===== src/rtl/core/assert_macros.svh =====
// assertion helpers, sampled on clk and disabled while arst_n is low
`ifndef ASSERT_MACROS_SVH
`define ASSERT_MACROS_SVH

`define ASSERT_ALWAYS(label, cond, msg) \
	label: assert property (@(posedge clk) disable iff (!arst_n) (cond)) else $error(msg);

`define ASSERT_IMPLY(label, pre, post, msg) \
	label: assert property (@(posedge clk) disable iff (!arst_n) (pre) |-> (post)) \
		else $error(msg);

`define ASSERT_NEXT(label, pre, post, msg) \
	label: assert property (@(posedge clk) disable iff (!arst_n) (pre) |=> (post)) \
		else $error(msg);

`endif


===== src/rtl/core/lap3d_fifo.sv =====
module lap3d_fifo #(
	parameter int DATA_W = 24,
	parameter int DEPTH  = 4
) (
	input  logic              clk,
	input  logic              arst_n,
	input  logic              push,
	input  logic [DATA_W-1:0] din,
	input  logic              pop,
	output logic [DATA_W-1:0] dout,
	output logic              empty,
	output logic              full
);
	localparam int AW = (DEPTH > 1) ? $clog2(DEPTH) : 1;
	localparam int NW = $clog2(DEPTH + 1);

	logic [DATA_W-1:0] slot_q [DEPTH];
	logic [AW-1:0]     wr_q, rd_q;
	logic [NW-1:0]     cnt_q;

	assign empty = cnt_q == '0;
	assign full  = cnt_q == NW'(DEPTH);
	assign dout  = slot_q[rd_q];

	always_ff @(posedge clk) begin
		if (push) begin
			slot_q[wr_q] <= din;
		end
	end

	always_ff @(posedge clk or negedge arst_n) begin
		if (!arst_n) begin
			wr_q  <= '0;
			rd_q  <= '0;
			cnt_q <= '0;
		end else begin
			if (push) begin
				wr_q <= (wr_q == AW'(DEPTH - 1)) ? '0 : wr_q + AW'(1);
			end
			if (pop) begin
				rd_q <= (rd_q == AW'(DEPTH - 1)) ? '0 : rd_q + AW'(1);
			end
			unique case ({push, pop})
				2'b10: begin
					cnt_q <= cnt_q + NW'(1);
				end
				2'b01: begin
					cnt_q <= cnt_q - NW'(1);
				end
				default: begin
				end
			endcase
		end
	end

endmodule


===== config.mk =====
export PLATFORM = sky130hd
export DESIGN_NAME = lap3d_fifo
export DESIGN_NICKNAME = d
export VERILOG_FILES = /design/src/rtl/core/assert_macros.svh /design/src/rtl/core/lap3d_fifo.sv
export SDC_FILE = /design/constraint.sdc
export NUM_CORES = 1
export LEC_CHECK = 0
export BUFFER_PORTS_ARGS = -buffer_cell sky130_fd_sc_hd__buf_2
export CORE_MARGIN = 4
export CORE_UTILIZATION = 51
export DETAILED_ROUTE_END_ITERATION = 8
export GPL_TIMING_DRIVEN = 0
export PLACE_DENSITY = 0.77
export SYNTH_ARGS = -nofsm -noshare
export SYNTH_HDL_FRONTEND = slang
export SYNTH_SLANG_ARGS = --single-unit
export TNS_END_PERCENT = 100

===== constraint.sdc =====
create_clock -name clk -period 1.8 [get_ports clk]
set_clock_uncertainty 0.15 [all_clocks]
set_input_delay 0.27 -clock clk [delete_from_list [all_inputs] [get_ports clk]]
set_output_delay 0.27 -clock clk [all_outputs]
set_load 0.01 [all_outputs]

==> summary.md <==
| Metric | Value |
|---|---|
| Commonest register cell after synthesis | edfxtp_1 |
| Maximum clock path buffer count | 2 |
| Pwr Density | ~1500 nW/um^2 |
| CP endpoint kind | output port |
| Seq/Total Area, Yosys | between 70% and 80% |
| Via density | between 5 and 6 |
| Final HPWL from detailed placement | 4040 um |
| NetSw | about 2.0 mW |
| Leakage dissipation | between 1.5 and 2 nW |
| Post-synthesis cell type count | 21 |
| Synth Instances | approximately 160 |
| Beginning of the worst hold path | pop |
| H-Tree Depth | 3 |
| Crit share post-route | 118% |
| Synth Area in XOR/XNOR | less than 1% |
| Net Sw Frac | between 20% and 30% |
| Crit path max fanout | 8 |
| First-pass GRT wire length | 10200 um |
| Reg2Reg Setup Slack | around 0.15 ns |
| CTS sink count | 103 |
| CTS clk-pin slew, worst paths | roughly 0.09 ns |
| Port bufs | 53 |
| Critical Path AT | approximately 1.7 ns |
| Reg2Reg Depth | 2 |
| Compound-cell area share of the yosys netlist | less than 1% |
| Die W | between 90 and 100 um |
| Final worst slack | -0.323 ns |
| Final ANT Viol Nets | 0 |
| Vias in the first global route | 2066 |
| Combinational share of power | a little under two fifths |
| Internal power | between 5 and 6 mW |
| RSZ-0062 raised after global routing | yes |
| Critical Path Start Type | flop |
| Overall power | 7.33 mW |
| Residual DRC | 0 |
| Seq pwr share | a little over two fifths |
| Layout area overhead | 26.1% |
| Max frequency | approximately 470 MHz |
| Vias | between 1500 and 2000 |
| TritonCTS clock tree | done |
| Pre-CTS setup slack | -0.424 ns |
| Number of cell rows | 31 |
| Worst skew pair latency | between 0.3 and 0.4 ns |
| Largest net degree at the start of global routing | 25 |
| Slew Viols, Final | 0 |
| Run status | finished, violations left |
| Fin util | between 60% and 70% |
| Crit. Startpoint | rd_q[0] |
| Synth Warn # | 0 |
| Share of cells above drive strength 1 | 41.5% |
| Clock power frac | 18.7% |
| Post-Synth Simple-Gate Area | 1.37% |
| Asr flop ratio synth | 6.80% |
| Fin. Hold Viols | 0 |
| Kind of critical path | reg -> out |
| DR pass1 iterations | 4 |
| Mux contribution to synthesized area | 15.2% |
| N_diodes | 0 |
| Top Ports | between 50 and 60 |
| Die Ht | 95.8 um |
| Total global routing overflow | 0 |
| Syn Nets | 199 |
| Syn Area/Cell | 23.9 sq um |
| Max_slew headroom | between 50% and 60% |
| Starting Density | approximately 53% |
| Adder and majority gate portion of the synthesized area | between 2 and 2.5% |
| Wire per inst | 18.2 um |
| DRT Wirelength | between 6000 and 7000 um |
| WHS | between 0.05 and 0.06 ns |
| Hold depth | 2 |
| Layout net count | between 200 and 300 |
| Die area | approximately 9200 sq um |
| TritonCTS buffer count | 9 |
| R2R Path End | slot_q[3][13] |
| HP Class | in -> reg |
| Post-synth EDFFs | 96 |
| Cell Area, Synth | approximately 4000 sq um |
| Tot GR Track Use | around 15% |
| Number of synthesized register bits | about 100 |
| Initial antenna violation count | 0 |
| Tmin final | 2.12 ns |
| Largest family of logic cells by synthesized area | multiplexers |
| RePlAce Congestion | ~0.7 |
| Hold path endpoint | rd_q[1] |
| Failing checks | setup timing |
| CTS root buffer | clkbuf_8 |
| Initial DRC Count | 68 |
| Worst vdd rail ir drop | ~0.67 mV |
| Number of max-cap violations | 0 |
| Finish-stage setup viols | 24 |
| Worst r2r src | wr_q[0] |
| CP required | 1.38 ns |
| Tightest Pin Transition | approximately 0.63 ns |
| Core area | between 7000 and 8000 sq um |
registers in the layout (all words and copies together) (netlist names):
name and flops:
rd_q 2, cnt_q 3, slot_q 96, wr_q 2
layer usage:
| metal | routed length, um | vias to the layer above | GRT usage (%) |
|---|---|---|---|
| li1 | - | 862 | - |
| met1 | 2670 | 969 | 18.0 |
| met2 | 3610 | 42 | 27.4 |
| met3 | 297 | 9 | 4.61 |
| met4 | 57 | 0 | 4.62 |
| met5 | 0 | - | 0 |
worst max-delay path by stage:
stage / endpoint / cells past startpoint / slack, ns
after floorplan: slot_q[2][0] / 3 / 0.04
after global placement: slot_q[0][5] / 3 / -0.42
after detailed placement: slot_q[0][10] / 3 / -0.42
after CTS: dout[9] / 4 / -0.34
after global routing: dout[9] / 4 / -0.39
final: dout[7] / 4 / -0.32
power groups by stage:
| stage | Combinational, mW | Clock [mW] | Sequential, mW |
|---|---|---|---|
| 2_1_floorplan | 1.48 | 0 | 3.23 |
| 3_3_place_gp | 2.12 | 0 | 3.25 |
| 3_5_place_dp | 2.15 | 0 | 3.28 |
| 4_1_cts | 2.52 | 1.41 | 3.22 |
| 5_1_grt | 2.96 | 1.50 | 3.26 |
| 6_report | 2.74 | 1.37 | 3.22 |
worst max-delay path, cell delays in order, from the launching register on:
cell and delay [ns]:
dfrtp_1 0.40, buf_12 0.17, clkbuf_16 0.16, mux4_2 0.48
buf_2 0.15
synth_stat cells, drive strengths merged (2+ instances only):
master / instances / area share (%)
buf: 6 / 1.7
dfrtp: 7 / 4.5
nor2: 2 / 0.19
inv: 6 / 0.57
and2: 4 / 0.64
edfxtp: 96 / 73
mux4: 24 / 14
mux2: 2 / 0.57
ha: 6 / 1.9
xor2: 2 / 0.45
o21ai: 2 / 0.25
final cells by class:
type | instances | area (sq um)
fillers | 493 | 2420
repair buffers | 86 | 711
multi-input cells | 49 | 771
clock inverters | 5 | 57.6
inverters | 6 | 22.5
well taps | 99 | 124
clock buffers | 10 | 128
flip-flops and latches | 103 | 3060
plain buffers | 6 | 80.1
placed cells by master, fill, tap and decap left out, types with 2 or more instances in the layout:
cell and count:
o21ai_0 2, buf_2 40, ha_1 6, edfxtp_1 96, mux4_2 23, clkinv_2 2
xor2_1 2, buf_12 4, nor2_1 2, buf_4 7, clkbuf_8 9, and2_4 3
dfrtp_1 7, mux2_2 2, dlygate4sd3_1 25, inv_1 6, buf_6 14, clkbuf_16 2
per-stage QoR:
stage	instance area, sq um	std cells	setup TNS (ns)
after floorplan	3930	164	0
after detailed placement	4320	316	-36.29
after CTS	4850	361	-7.26
after global routing	4950	364	-8.76
final	4950	364	-7.19
after global placement	4320	316	-35.24
timing repair:
action,4_1_cts,5_1_grt
setup buffers,5,1
gates resized for setup,20,10
endpoints found under the setup margin,120,72
hold endpoints to repair,103,0
hold buffers,25,0
gates cloned,0,2
kinds of logic after synthesis:
family                     after synthesis
and+or+nand+nor                         10
DFF                                    103
xor gates and xnor gates                 3
muxes                                   27
buffers and inverters                   12
AOI/OAI and AO/OA                        2
adders and majority gates                7
No activity file was read; power rests on OpenSTA's default activity.
