`config.mk`:
```
export PLATFORM = sky130hd
export DESIGN_NAME = lap3d_front
export DESIGN_NICKNAME = d
export VERILOG_FILES = /design/src/rtl/core/assert_macros.svh /design/src/rtl/core/lap3d_pkg.sv /design/src/rtl/core/lap3d_front.sv
export SDC_FILE = /design/constraint.sdc
export NUM_CORES = 1
export LEC_CHECK = 0
export BUFFER_PORTS_ARGS = -buffer_cell sky130_fd_sc_hd__buf_2
export CAP_MARGIN = 15
export CORE_MARGIN = 3
export CORE_UTILIZATION = 32
export CTS_BUF_LIST = sky130_fd_sc_hd__clkbuf_4
export DETAILED_ROUTE_END_ITERATION = 8
export PLACE_DENSITY = 0.48
export SKIP_LAST_GASP = 1
export SYNTH_ARGS = -nofsm -noshare
export SYNTH_HDL_FRONTEND = slang
export SYNTH_SLANG_ARGS = --single-unit
```
`constraint.sdc`:
```
create_clock -name clk -period 2.9 [get_ports clk]
set_input_delay 0.58 -clock clk [delete_from_list [all_inputs] [get_ports clk]]
set_output_delay 0.58 -clock clk [all_outputs]
set_load 0.01 [all_outputs]
```
`src/rtl/core/assert_macros.svh`:
```
// assertion helpers, sampled on clk and disabled while arst_n is low
`ifndef ASSERT_MACROS_SVH
`define ASSERT_MACROS_SVH

`define ASSERT_ALWAYS(label, cond, msg) \
	label: assert property (@(posedge clk) disable iff (!arst_n) (cond)) else $error(msg);

`define ASSERT_IMPLY(label, pre, post, msg) \
	label: assert property (@(posedge clk) disable iff (!arst_n) (pre) |-> (post)) \
		else $error(msg);

`define ASSERT_NEXT(label, pre, post, msg) \
	label: assert property (@(posedge clk) disable iff (!arst_n) (pre) |=> (post)) \
		else $error(msg);

`endif

```
`src/rtl/core/lap3d_pkg.sv`:
```
package lap3d_pkg;

	localparam int CFG_WIDTH_BITS  = 7;
	localparam int CFG_HEIGHT_BITS = 7;
	localparam int CFG_DEPTH_BITS  = 11;
	localparam int CFG_IDX_W       = 2;
	localparam int CFG_DATA_W      = 11;
	localparam int RESULT_W        = 20;

	localparam logic [CFG_WIDTH_BITS-1:0]  CFG_WIDTH_RESET  = 7'd64;
	localparam logic [CFG_HEIGHT_BITS-1:0] CFG_HEIGHT_RESET = 7'd64;
	localparam logic [CFG_DEPTH_BITS-1:0]  CFG_DEPTH_RESET  = 11'd1024;

	typedef enum logic [CFG_IDX_W-1:0] {
		REG_WIDTH  = 2'd0,
		REG_HEIGHT = 2'd1,
		REG_DEPTH  = 2'd2
	} lap3d_reg_t;

	localparam logic ACT_PUSH  = 1'b0;
	localparam logic ACT_DRAIN = 1'b1;

	typedef struct packed {
		logic emit;
		logic last;
		logic has_xm;
		logic has_xp;
		logic has_ym;
		logic has_yp;
		logic has_zm;
		logic has_zp;
	} lap3d_flags_t;

endpackage

```
`src/rtl/core/lap3d_front.sv`:
```
module lap3d_front #(
	parameter int MAX_WIDTH  = 64,
	parameter int MAX_HEIGHT = 64,
	parameter int MAX_DEPTH  = 1024
) (
	input  logic                               clk,
	input  logic                               arst_n,
	input  logic                               restart,
	input  logic                               accept,
	input  logic                               action,
	input  logic [$clog2(MAX_WIDTH + 1)-1:0]   w_eff,
	input  logic [$clog2(MAX_HEIGHT + 1)-1:0]  h_eff,
	input  logic [$clog2(MAX_DEPTH + 1)-1:0]   d_eff,
	output logic                               enq,
	output lap3d_pkg::lap3d_flags_t            flags,
	output logic                               done
);
	import lap3d_pkg::*;

	localparam int WB = $clog2(MAX_WIDTH + 1);
	localparam int HB = $clog2(MAX_HEIGHT + 1);
	localparam int DB = $clog2(MAX_DEPTH + 1);
	localparam int CX = (MAX_WIDTH > 1) ? $clog2(MAX_WIDTH) : 1;
	localparam int CY = (MAX_HEIGHT > 1) ? $clog2(MAX_HEIGHT) : 1;
	localparam int CZ = (MAX_DEPTH > 1) ? $clog2(MAX_DEPTH) : 1;

	logic [CX-1:0] in_col_q, out_col_q;
	logic [CY-1:0] in_row_q, out_row_q;
	logic [CZ-1:0] in_plane_q, out_plane_q;
	logic          done_q;

	logic is_push, is_drain, emit;
	logic in_x_end, in_y_end, in_z_end;
	logic out_x_end, out_y_end, out_z_end;

	always_comb begin
		is_push   = accept && (action == ACT_PUSH) && !done_q;
		is_drain  = accept && (action == ACT_DRAIN) && done_q;
		emit      = is_drain || (is_push && (in_plane_q != '0));
		in_x_end  = (WB'(in_col_q) + WB'(1)) == w_eff;
		in_y_end  = (HB'(in_row_q) + HB'(1)) == h_eff;
		in_z_end  = (DB'(in_plane_q) + DB'(1)) == d_eff;
		out_x_end = (WB'(out_col_q) + WB'(1)) == w_eff;
		out_y_end = (HB'(out_row_q) + HB'(1)) == h_eff;
		out_z_end = (DB'(out_plane_q) + DB'(1)) == d_eff;

		flags.emit   = emit;
		flags.last   = emit && out_x_end && out_y_end && out_z_end;
		flags.has_xm = out_col_q != '0;
		flags.has_xp = !out_x_end;
		flags.has_ym = out_row_q != '0;
		flags.has_yp = !out_y_end;
		flags.has_zm = out_plane_q != '0;
		flags.has_zp = !out_z_end;
	end

	assign enq  = is_push || is_drain;
	assign done = done_q;

	always_ff @(posedge clk or negedge arst_n) begin
		if (!arst_n) begin
			in_col_q    <= '0;
			in_row_q    <= '0;
			in_plane_q  <= '0;
			out_col_q   <= '0;
			out_row_q   <= '0;
			out_plane_q <= '0;
			done_q      <= 1'b0;
		end else if (restart || flags.last) begin
			in_col_q    <= '0;
			in_row_q    <= '0;
			in_plane_q  <= '0;
			out_col_q   <= '0;
			out_row_q   <= '0;
			out_plane_q <= '0;
			done_q      <= 1'b0;
		end else begin
			if (is_push) begin
				if (in_x_end) begin
					in_col_q <= '0;
					if (in_y_end) begin
						in_row_q <= '0;
						if (in_z_end) begin
							in_plane_q <= '0;
							done_q     <= 1'b1;
						end else begin
							in_plane_q <= in_plane_q + CZ'(1);
						end
					end else begin
						in_row_q <= in_row_q + CY'(1);
					end
				end else begin
					in_col_q <= in_col_q + CX'(1);
				end
			end
			if (emit) begin
				if (out_x_end) begin
					out_col_q <= '0;
					if (out_y_end) begin
						out_row_q   <= '0;
						out_plane_q <= out_plane_q + CZ'(1);
					end else begin
						out_row_q <= out_row_q + CY'(1);
					end
				end else begin
					out_col_q <= out_col_q + CX'(1);
				end
			end
		end
	end

endmodule

```
==> results.py <==
metrics = {
    "sta": {
        "fin_ws_ns": -0.0304,
        "finalClockSkew_ns": 0.0165,
        "finalSetupTns_ns": -0.0304,
        "post-route-period-util": 1.01,
        "tightest_slew_ns": 0.618,
        "max_freq_mhz": 341,
        "max_slew_margin": 0.588,
        "final_hold_viol_count": 0,
        "drv_slew": 0,
        "setup_viol": 1,
        "grt_setup_unrepaired": "yes",
        "min_period_ns": 2.93,
    },
    "layout": {
        "nets": 585,
        "fin_area_mm2": 0.00486,
        "drive_gt1_frac": 0.282,
        "fillCellCount": 1283,
        "antenna_cells": 0,
        "syn_to_final_growth_pct": 19.0,
        "final_cell_mix": "nand2_1 (53), buf_2 (39), dfrtp_1 (36), xnor2_1 (35)",
        "final_common_cell": "nand2_1",
        "instances_no_fill": 714,
    },
    "clock_tree": {
        "cts_root_buf": "clkbuf_4",
        "cts_tree": "built",
        "clock_path_buffers": 2,
        "insertion_delay_ns": 0.40,
        "h-tree-depth": 2,
        "ctsHoldBuffers": 0,
        "path_clk_slew_ns": 0.15,
        "cts_buffers": 5,
        "clock_sinks": 45,
    },
    "critical_path": {
        "crit_path_end_kind": "output pin",
        "crit_arrival_ns": 2.35,
        "cp_cell_sequence": "nand2_1 > o21a_1 > or4_4 > a211oi_4 > nand2b_4 > nor2_1 > buf_2",
        "cp_top_family": "simple AND/OR/NAND/NOR gates",
        "max_stage_delay_ns": 0.50,
        "crit_buf_inv": 1,
        "startpoint_type": "flop",
        "required_ns": 2.32,
        "slowest_stage": "or4_4",
        "critical_path.max_fanout": 7,
        "crit_type": "reg2out",
    },
    "power_and_ir_drop": {
        "p_leak_nw": 1.82,
        "power.density_mw_per_mm2": 267,
        "vdd_drop_max_mv": 0.149,
    },
    "global_route": {
        "grt_pass1_vias": 3644,
        "grt_overflow": 0,
        "grtUsageTotal": 0.157,
        "grt_max_degree": 46,
        "antenna_found_initial": 0,
        "grt_pass1_wl_um": 18500,
    },
    "route": {
        "via_count": 3767,
        "firstDrtPassIters": 4,
        "viasPerCell": 5.28,
        "wl_per_cell_um": 15.3,
        "ant_nets": 0,
        "drt_iter0_markers": 191,
        "drc": 0,
        "drt_wl_total_um": 10900,
    },
    "job": {
        "cap_violations": 0,
    },
    "logic_synthesis": {
        "synth_compound_gate_area_share": 0.203,
        "synth_top_family_by_area": "simple AND/OR/NAND/NOR gates",
        "synthMuxAreaShare": 0.00521,
        "syn-cell-area_mm2": 0.00408,
        "synth_xor_area_frac": 0.138,
        "synth_cells": 499,
        "synth_cell_types": 79,
        "syn_nets": 539,
        "asyncSetResetFlopFracSynth": 1.00,
        "ys_seq_area_frac": 0.276,
        "synth_flop_cell": "dfrtp_1",
        "ys_ff_latch": 45,
        "synth-simple-area-share": 0.283,
        "yosys.area_share.adder": 0.0306,
        "avgSynthCellArea_um2": 8.18,
        "synth-edff-count": 0,
        "ys.warnings.count": 0,
    },
    "run_status": {
        "violations": "setup timing",
        "outcome": "complete, but fails checks",
    },
    "placement": {
        "dp_cells": 695,
        "port_buffers": 39,
        "hpwlAfterDp_um": 8130,
        "place_congestion": 0.828,
        "post_dp_cell_area_mm2": 0.00450,
    },
    "floorplanning": {
        "core_mm2": 0.0123,
        "die_y_um": 119,
        "io_pins": 40,
        "fp.dieW_um": 119,
        "die-area_mm2": 0.0141,
        "rows": 40,
        "start_util": 0.333,
    },
    "hold_path": {
        "hp-class": "in2async",
    },
}
## area by class of cell
type                    instances  area, um^2  area share
inverters                      20        75.1      0.0154
clock buffers                   5        37.5     0.00772
flip-flops and latches         45        1140       0.234
well taps                     168         210      0.0433
repair buffers                 74         478      0.0984
clock inverters                 3        46.3     0.00953
multi-input cells             399        2880       0.592
## state kept, by name, indices dropped and copies added (netlist names)
| signal | flops |
|---|---|
| in_col_q | 6 |
| done | 1 |
| out_col_q | 6 |
| out_plane_q | 10 |
| in_row_q | 6 |
| out_row_q | 6 |
| in_plane_q | 10 |
## through the flow
step	setup slack [ns]	util	hold WS, ns	total power, mW
CTS	-0.0773	0.384	0.278	1.31
detailed placement	0.0542	0.367	0.570	0.873
finish	-0.0304	0.396	0.264	1.30
global placement	0.0501	0.367	0.560	0.870
floorplan	0.0398	-	0.284	0.791
global route	-0.153	0.396	0.304	1.36
## Yosys cell counts, types with 3 or more instances
master | number | area [um^2]
a21oi_1 | 15 | 75.1
a21oi_2 | 14 | 123
a22oi_1 | 6 | 45.0
a2bb2oi_1 | 4 | 35.0
a31oi_1 | 16 | 100
and2_1 | 4 | 25.0
and3_1 | 4 | 25.0
buf_2 | 19 | 95.1
buf_4 | 3 | 22.5
buf_6 | 3 | 33.8
clkbuf_1 | 9 | 33.8
dfrtp_1 | 45 | 1130
ha_1 | 10 | 125
inv_1 | 19 | 71.3
nand2_1 | 54 | 203
nand2b_1 | 4 | 25.0
nand3_1 | 31 | 155
nand3_2 | 3 | 30.0
nand3b_1 | 3 | 22.5
nand4_1 | 11 | 68.8
nand4b_1 | 5 | 43.8
nor2_1 | 32 | 120
nor2_2 | 6 | 37.5
nor2b_1 | 6 | 37.5
nor3_1 | 11 | 55.1
nor3b_1 | 4 | 30.0
nor4_1 | 6 | 37.5
o211ai_1 | 4 | 30.0
o21ai_0 | 21 | 105
o21ai_1 | 4 | 20.0
or3_1 | 5 | 31.3
or4_1 | 5 | 37.5
xnor2_1 | 42 | 368
xor2_1 | 18 | 158
## final timing paths
| path | start | end | slack, ns | cells past startpoint |
|---|---|---|---|---|
| hold / removal | arst_n | out_plane_q[7] | 0.26 | 2 |
| max in group asynchronous | arst_n | out_plane_q[0] | 2.18 | 2 |
| setup / recovery | out_col_q[0] | flags[6] | -0.03 | 7 |
| hold reg to reg | out_col_q[0] | out_col_q[0] | 0.58 | 1 |
| setup reg to reg | in_row_q[1] | in_plane_q[7] | 0.22 | 8 |
| min in group clk | out_col_q[0] | out_col_q[0] | 0.58 | 1 |
## cells by family after synthesis
kind of cell	Yosys count
muxes	2
adders and majority gates	10
and+or+nand+nor	211
DFF	45
buffers and inverters	55
AOI/OAI and AO/OA	114
xor gates and xnor gates	62
## timing repair
action,CTS,global route
endpoints found under the setup margin,3,4
resized for setup,17,21
buffers inserted,5,6
hold endpoints to repair,0,0
pin swaps,6,12
## report_power, final
group	switching [mW]	total [mW]	internal (mW)
clock	0.245	0.428	0.183
combinational	0.120	0.216	0.0962
sequential	0.0185	0.654	0.636
total	0.383	1.30	0.915
## layer usage
metal  share of wire  vias up  global-route usage  wire [um]
met4          0.0073        0              0.0275         80
met2            0.49       52               0.268       5340
met3           0.032        8              0.0271        349
met5               0        -                   0          0
li1                -     1874                   -          -
met1            0.47     1833               0.211       5120
(Power assumes the default switching activity.)
